$ cat src/sv/pvm_pkg.sv
`timescale 1ns / 1ps
`default_nettype none
// ----------------------------------------------------------------------------
// pvm_pkg: shared types and constants
// Operation and status codes, voice states, command/status bundles.
// ----------------------------------------------------------------------------
package pvm_pkg;
  localparam int VOICES_DEF      = 4;
  localparam int MAX_SOUNDS_DEF  = 16;
  localparam int PCM_DEPTH_DEF   = 65536;
  localparam int HANDLE_BITS_DEF = 16;

  localparam logic [2:0] OP_TICK   = 3'd0;
  localparam logic [2:0] OP_PLAY   = 3'd1;
  localparam logic [2:0] OP_PAUSE  = 3'd2;
  localparam logic [2:0] OP_RESUME = 3'd3;
  localparam logic [2:0] OP_STOP   = 3'd4;
  localparam logic [2:0] OP_QUERY  = 3'd5;
  localparam logic [2:0] OP_LENTRY = 3'd6;
  localparam logic [2:0] OP_LPCM   = 3'd7;

  localparam logic [2:0] ST_OK       = 3'd0;
  localparam logic [2:0] ST_BAD_ID   = 3'd1;
  localparam logic [2:0] ST_NO_VOICE = 3'd2;
  localparam logic [2:0] ST_NO_HDL   = 3'd3;
  localparam logic [2:0] ST_NOT_FND  = 3'd4;

  localparam logic [1:0] VS_FREE  = 2'd0;
  localparam logic [1:0] VS_PLAY  = 2'd1;
  localparam logic [1:0] VS_PAUSE = 2'd2;

  typedef struct packed {
    logic [2:0]  operation;
    logic [3:0]  snd_sel;
    logic        looping;
    logic [15:0] handle;
    logic [15:0] address;
    logic [15:0] length;
    logic [15:0] pcm_sample;
  } item_t;

  typedef struct packed {
    logic [15:0] mixed_sample;
    logic [2:0]  voices_mixed;
    logic [15:0] handle_out;
    logic [15:0] position;
    logic [2:0]  status;
  } result_t;

  // controller -> datapath
  typedef struct packed {
    logic latch;      // capture input item
    logic exec;       // do non-tick op / first step
    logic vstart;     // start a voice visit (issue reads)
    logic vfinish;    // finish voice visit (memory data valid)
    logic try_hdl;    // try one handle candidate
    logic finish;     // build result
  } cmd_t;

  // datapath -> controller
  typedef struct packed {
    logic [2:0] operation;
    logic       last_voice;
    logic       play_ok;   // play checks passed, need handle search
    logic       hdl_done;  // handle search finished
  } stat_t;
endpackage
`default_nettype wire

$ cat src/sv/pvm_ctrl.sv
`timescale 1ns / 1ps
`default_nettype none
// ----------------------------------------------------------------------------
// pvm_ctrl: sequencer
// Steps an item through latch, per-voice tick visits or handle search, result.
// ----------------------------------------------------------------------------
module pvm_ctrl (
  input  wire logic           clk,
  input  wire logic           rst_n,
  input  wire logic           in_fire,
  input  wire logic           res_busy,
  input  wire pvm_pkg::stat_t st,
  output logic                in_ready,
  output pvm_pkg::cmd_t       cmd
);
  localparam logic [2:0] S_IDLE  = 3'd0;
  localparam logic [2:0] S_EXEC  = 3'd1;
  localparam logic [2:0] S_VRD   = 3'd2;
  localparam logic [2:0] S_VWAIT = 3'd3;
  localparam logic [2:0] S_VDONE = 3'd4;
  localparam logic [2:0] S_HDL   = 3'd5;
  localparam logic [2:0] S_OUT   = 3'd6;

  logic [2:0] state_r, state_nxt;

  assign in_ready = (state_r == S_IDLE);

  always_comb begin
    state_nxt = state_r;
    cmd = '0;
    case (state_r)
      S_IDLE: begin
        if (in_fire) begin
          cmd.latch = 1'b1;
          state_nxt = S_EXEC;
        end
      end
      S_EXEC: begin
        cmd.exec = 1'b1;
        if (st.operation == pvm_pkg::OP_TICK) state_nxt = S_VRD;
        else if (st.operation == pvm_pkg::OP_PLAY && st.play_ok) state_nxt = S_HDL;
        else state_nxt = S_OUT;
      end
      S_VRD: begin
        cmd.vstart = 1'b1;
        state_nxt = S_VWAIT;
      end
      S_VWAIT: state_nxt = S_VDONE;
      S_VDONE: begin
        cmd.vfinish = 1'b1;
        state_nxt = st.last_voice ? S_OUT : S_VRD;
      end
      S_HDL: begin
        cmd.try_hdl = 1'b1;
        if (st.hdl_done) state_nxt = S_OUT;
      end
      S_OUT: begin
        if (!res_busy) begin
          cmd.finish = 1'b1;
          state_nxt = S_IDLE;
        end
      end
      default: state_nxt = S_IDLE;
    endcase
  end

  always_ff @(posedge clk) begin
    if (!rst_n) state_r <= S_IDLE;
    else        state_r <= state_nxt;
  end

  a_one_cmd: assert property (@(posedge clk) disable iff (!rst_n)
    $onehot0({cmd.latch, cmd.exec, cmd.vstart, cmd.vfinish, cmd.try_hdl, cmd.finish}))
    else $error("more than one command");
  a_fin_idle: assert property (@(posedge clk) disable iff (!rst_n)
    cmd.finish |=> in_ready) else $error("finish did not return to idle");
  a_latch_exec: assert property (@(posedge clk) disable iff (!rst_n)
    cmd.latch |=> cmd.exec) else $error("latch not followed by exec");
endmodule
`default_nettype wire

$ cat config.mk
export PLATFORM = sky130hd
export DESIGN_NAME = pvm_ctrl
export DESIGN_NICKNAME = d
export VERILOG_FILES = /design/src/sv/pvm_pkg.sv /design/src/sv/pvm_ctrl.sv
export SDC_FILE = /design/constraint.sdc
export NUM_CORES = 1
export LEC_CHECK = 0
export ABC_AREA = 1
export BUFFER_PORTS_ARGS = -buffer_cell sky130_fd_sc_hd__buf_2
export CAP_MARGIN = 20
export CORE_AREA = 2 2 39 41
export DETAILED_ROUTE_END_ITERATION = 8
export DIE_AREA = 0 0 41 43
export GPL_ROUTABILITY_DRIVEN = 0
export HOLD_SLACK_MARGIN = 0.15
export SKIP_LAST_GASP = 1
export SYNTH_ARGS = -nofsm -noshare
export SYNTH_HDL_FRONTEND = slang
export SYNTH_SLANG_ARGS = --single-unit
$ cat constraint.sdc
create_clock -name clk -period 1.3 [get_ports clk]
set_input_delay 0.26 -clock clk [delete_from_list [all_inputs] [get_ports clk]]
set_output_delay 0.26 -clock clk [all_outputs]
set_load 0.05 [all_outputs]
# Yosys cells after proc, flatten, opt, wreduce, memory -nomap -nowiden
# Index checks and enable logic that the tools add are counted.
# W data, S select, Z words.
totals:
  ff_bits: 3
  input_bits: 10
  output_inout_bits: 7
  word_cells: 30
classes:
  n_eq_ne: 10
  muxes: 15
  n_reduce_logical: 4
op_table:
  columns: ["operator", "n"]
  rows:
  - ["$pmux W3 S7", 1]
  - ["$mux W3", 5]
  - ["$eq A3 B3 Y1 const B", 3]
  - ["$mux W1", 8]
  - ["$eq A3 B1 Y1 const B", 2]
  - ["$eq A3 B2 Y1 const B", 2]
  - ["$logic_not A3 Y1", 2]
  - ["$ne A2 B2 Y1 const B", 3]
  - ["$reduce_and A3 Y1", 1]
  - ["$mux W2", 1]
  - ["$logic_and A1 B1 Y1", 1]

# Longest topological paths before layout
# Gate-level depths: netlist of run 1.
logic_depth:
  depth_word: 5
  ltp_mapped: 8

# Least setup slack after synthesis of run 1
# OpenSTA, ideal clock, no wires.
synth_path:
  kind: "register to output"
  startpoint: "register state_r[2]"
  endpoint: "output port cmd[2] (netlist name)"
  arrival_time_ns: 1.561
  setup_slack_ns: -0.521
  stages_incl_launch_ff: 3
  n_path_buf: 0
  cell_sequence: "dfxtp_1 > inv_2 > nor3_1"
synth_lines:
  columns: ["element", "line_no", "text"]
  rows:
  - ["start, declared", "pvm_ctrl.sv:24", "logic [2:0] state_r, state_nxt;"]
  - ["start signal, assigned", "pvm_ctrl.sv:69", "else state_r <= state_nxt;"]
  - ["end, declared", "pvm_ctrl.sv:14", "output pvm_pkg::cmd_t cmd"]

==> results.toml, run 1 <==
[global_route]
grt_start_max_net_pins = 7
grt_pass1_wl_mm = 1.442
antenna_found_initial = 0
overflow = 0
grt_pass1_vias = 386
grt_usage = 0.1254

[clock_tree]
clock_sinks = 3
cts.path.max_buffers = 2
clk_latency_ns = 0.25
cts.clk_slew.worst_paths_ns = 0.04
ctsHoldBuffers = 0
htreeDepth = 1
numCtsBuffers = 3
cts_root_buffer = "clkbuf_4"
cts_tree = "built"

[pwr]
pwr-share-comb = 0.682
powerDensity_nw_per_um2 = 2167
ir_worst_vdd_v = 0.0006116
p_int_uw = 596.9
power_frac_clock = 0.151
p_seq_frac = 0.167
swShare = 0.5041
leakage_uw = 0.0002989
p_sw_uw = 606.7

[timing]
whs_ns = 0.2750
finalSetupViolations = 5
hold_violations = 0
slew_violations = 0
fin_crit_sh = 1.056
finalCriticalPeriod_ns = 1.372
rsz0062_at_grt = "yes"
maxSlewHeadroom = 0.7691
max_freq_ghz = 0.7287
final.setup.worst_slack_ns = -0.07224
skew_ns = 0.004158
worst_pin_slew_ns = 0.3432

[place]
dp_hpwl_um = 611.1
io_buffers = 16

[min_path]
min_path_type = "in2reg"
hp-start = "rst_n"

[routing]
drc = 0
routed_wl_um = 863
vias_per_cell = 4.422
drt_first_pass_iters = 4
wire_per_inst_um = 9.589
postRouteAntennaNets = 0
drt_iter0_drc = 7
vias = 398

[die]
die_w_um = 41
dieHeight_um = 43
start_util = 0.2116
pin_count = 17
row_count = 14
core_um2 = 1384
die-area_um2 = 1763

[setup_path]
cpPeakStageDelay_ns = 0.36
cp_max_fo = 5
cpMaxStageDelayCell = "dfxtp_4"
crit_chain = "buf_6 > nor3_4 > buf_6"
cp_data_arrival_time_ns = 1.11
critical_path_class = "reg2out"
crit_path_start_kind = "flop"
r2r_start = "state_r[0]"
cp-end-kind = "primary output"
crit_required_ns = 1.04
crit_start = "state_r[2]"
cpMostUsedCell = "buf_6"

[synthesis]
synth_cell_types = 15
synth_area_per_cell_um2 = 5.975
ys_seq_area_frac = 0.2051
synth_fp_nets = 59
yosys_warnings = 0
ys_ff_latch = 3
syn_inst = 49
netlist_area_um2 = 292.8

[final_layout]
area_growth_pct = 89.74
reg.largest.list = "state_r (3)"
fillers = 149
final_nets = 85
drive_above_1_share = 0.5405
antennaDiodeCount = 0
fin_util = 0.4014
largest_register_ffs = 3
top_register = "state_r"

[run_status]
status = "complete, but fails checks"
violations = "setup timing"

[job]
maxCapViolCount = 0
-- path summary, 6_finish.rpt --
path,to,slack [ns],cells after the start
worst max-delay path,cmd[4],-0.07,3
worst min-delay path,state_r[1],0.27,3
worst max register to register,state_r[0],0.12,7
worst min register to register,state_r[2],0.67,2
-- timing repair --
action / CTS / global route
gates resized for setup: 25 / 3
endpoints found under the setup margin: 7 / 7
pin swaps: 2 / 0
setup buffers: 2 / 0
-- worst max-delay path: cells and delay by family (launching register included) --
| kind | cells | cell delay [ns] |
|---|---|---|
| flip-flops | 1 | 0.36 |
| buffers and inverters | 2 | 0.30 |
| AND/OR/NAND/NOR | 1 | 0.20 |
-- layout by cell type (no fill, tap or decap), types with 2 or more instances in the layout --
cell type  count
buf_2          9
buf_6          9
inv_1          8
nand2_1        7
nor2_1         7
nand3_1        4
buf_4          4
clkbuf_4       3
dfxtp_4        3
inv_4          2
nor3_4         2
a21oi_1        2
nand4_1        2
nand3_2        2
-- cell families after synthesis --
logic type | Yosys count | share of synthesized area
AOI/OAI and AO/OA | 3 | 0.05984
buffers and inverters | 13 | 0.2308
DFF | 3 | 0.2051
and+or+nand+nor | 30 | 0.5043
-- synth_stat cells --
library cell | n | area (µm²)
a21oi_1 | 2 | 10.01
buf_6 | 1 | 11.26
buf_8 | 1 | 15.01
dfxtp_1 | 3 | 60.06
inv_1 | 8 | 30.03
inv_2 | 3 | 11.26
nand2_1 | 8 | 30.03
nand3_1 | 4 | 20.02
nand3_2 | 2 | 20.02
nand4_1 | 2 | 12.51
nor2_1 | 9 | 33.78
nor3_1 | 3 | 15.01
nor3_2 | 1 | 10.01
nor4_1 | 1 | 6.260
o211ai_1 | 1 | 7.510
-- per-layer routing --
metal,GRT usage,up-vias,part of all wire,wire (µm)
li1,-,204,-,-
met1,0.1250,170,0.40,341
met2,0.1813,18,0.49,421
met3,0.05759,6,0.066,57
met4,0.1133,0,0.050,43
met5,0,-,0,0
-- through the flow --
stage / total power, µW / instance area, µm² / std cells / setup slack (ns) / setup TNS, ns
floorplan: 693.3 / 322.8 / 49 / -0.1318 / -0.1318
global placement: 824.8 / 434.2 / 84 / 0.04902 / 0
detailed placement: 829.9 / 434.2 / 84 / 0.03595 / 0
CTS: 1174 / 545.5 / 90 / -0.07127 / -0.2201
global route: 1286 / 555.5 / 90 / -0.09982 / -0.4717
finish: 1204 / 555.5 / 90 / -0.07224 / -0.1926
-- layout make-up --
cell class	instances	area, µm²	area share
multi-input combinational	33	200.2	0.3604
clock buffer	4	26.28	0.04730
sequential	3	71.32	0.1284
tap	16	20.02	0.03604
timing repair buffer	23	191.4	0.3446
inverter	11	46.29	0.08333
-- power by group through the flow --
stage               Combinational [µW]  Clock, µW  Sequential [µW]
floorplan                          547          0              146
global placement                   652          0              173
detailed placement                 653          0              177
CTS                                794        182              199
global route                       886        194              205
finish                             821        182              201
No activity file was read; power rests on OpenSTA's default activity.
==> run 2, diff against run 1 <==
--- a/config.mk
+++ b/config.mk
@@ -13,7 +13,9 @@
 export DIE_AREA = 0 0 41 43
 export GPL_ROUTABILITY_DRIVEN = 0
 export HOLD_SLACK_MARGIN = 0.15
+export SKIP_CTS_REPAIR_TIMING = 1
 export SKIP_LAST_GASP = 1
 export SYNTH_ARGS = -nofsm -noshare
 export SYNTH_HDL_FRONTEND = slang
 export SYNTH_SLANG_ARGS = --single-unit
+export TNS_END_PERCENT = 50
==> results.toml, run 2 (same netlist as run 1, synthesis figures left out) <==
[run_status]
status = "complete, but fails checks"
violations = "setup timing"

[routing]
vias = 380
postRouteAntennaNets = 0
routed_wl_um = 788
wire_per_inst_um = 8.955
drt_first_pass_iters = 4
drc = 0
vias_per_cell = 4.318
drt_iter0_drc = 15

[global_route]
grt_start_max_net_pins = 8
antenna_found_initial = 0
grt_usage = 0.09849
grt_pass1_wl_mm = 1.083
grt_pass1_vias = 268
overflow = 0

[place]
pre_cts_ws_ns = 0.03852
dp_hpwl_um = 621.5
io_buffers = 16

[timing]
worst_pin_slew_ns = 0.2488
maxSlewHeadroom = 0.8353
rsz0062_at_grt = "yes"
final.setup.worst_slack_ns = -0.04878
slew_violations = 0
finalCriticalPeriod_ns = 1.349
fin_crit_sh = 1.038
finalSetupViolations = 6
skew_ns = 0.0009875
max_freq_ghz = 0.7414
hold_violations = 0

[die]
row_count = 14
pin_count = 17
die-area_um2 = 1763
dieHeight_um = 43
die_w_um = 41
core_um2 = 1384
start_util = 0.2116

[clock_tree]
cts_root_buffer = "clkbuf_4"
cts.path.max_buffers = 2
clk_latency_ns = 0.23
clock_sinks = 3
htreeDepth = 1
cts_tree = "built"
numCtsBuffers = 3
cts.clk_slew.worst_paths_ns = 0.03

[final_layout]
final_nets = 83
largest_register_ffs = 3
reg.largest.list = "state_r (3)"
drive_above_1_share = 0.5278
area_growth_pct = 73.93
mostFrequentLayoutCell = "buf_2"
fin_util = 0.3680
antennaDiodeCount = 0
top_register = "state_r"
layout_common_cells = "10 x buf_2, 8 x inv_1, 7 x nand2_1, 7 x nor2_1, 6 x buf_6"

[setup_path]
crit_required_ns = 1.04
ff2ff_path_depth = 6
cp_data_arrival_time_ns = 1.09
cp_max_fo = 7
cp-end-kind = "primary output"
crit_path_start_kind = "flop"
critical_path_class = "reg2out"

[pwr]
ir_worst_vdd_v = 0.0009010
leakage_uw = 0.0002834
powerDensity_nw_per_um2 = 2112

[min_path]
min_path_type = "in2reg"
hold_path_depth = 3

[job]
maxCapViolCount = 0
## run 2: layout make-up
type / count / area (µm²)
multi-input combinational: 33 / 195.2
inverter: 11 / 41.29
clock buffer: 4 / 26.28
sequential: 3 / 71.32
timing repair buffer: 21 / 155.1
tap: 16 / 20.02
fill: 157 / 874.6
## run 2: routing by layer
metal,track usage,wire length (µm)
met4,0.06000,10
met3,0.06283,51
met2,0.1156,377
met5,0,0
met1,0.1290,349
## run 2: per-stage QoR
| stage | area [µm²] | cells | setup TNS, ns | hold slack [ns] | power (µW) |
|---|---|---|---|---|---|
| finish | 509.2 | 88 | -0.1310 | 0.2896 | 1076 |
| global route | 509.2 | 88 | -0.5656 | 0.2947 | 1158 |
| floorplan | 317.8 | 49 | -0.1739 | 0.3946 | 683.0 |
| CTS | 455.4 | 88 | -1.057 | 0.2967 | 986.0 |
| global placement | 429.2 | 84 | 0 | 0.5418 | 816.5 |
| detailed placement | 429.2 | 84 | 0 | 0.5380 | 819.9 |
## run 2: path summary, 6_finish.rpt
check                           startpoint          to  slack (ns)
worst min register to register  state_r[2]  state_r[2]        0.58
worst max register to register  state_r[0]  state_r[0]        0.17
worst max-delay path            state_r[2]      cmd[4]       -0.05
worst min-delay path                 rst_n  state_r[2]        0.29
## run 2: worst max-delay path: stages (launching register included)
cell and delay, ns:
dfxtp_4 0.36, buf_6 0.12, nor3_4 0.19, buf_6 0.18
## run 2: report_power, final
part,internal [µW],total (µW),switching (µW)
clock network,115,159,44.1
registers,138,201,62.9
logic,275,716,441
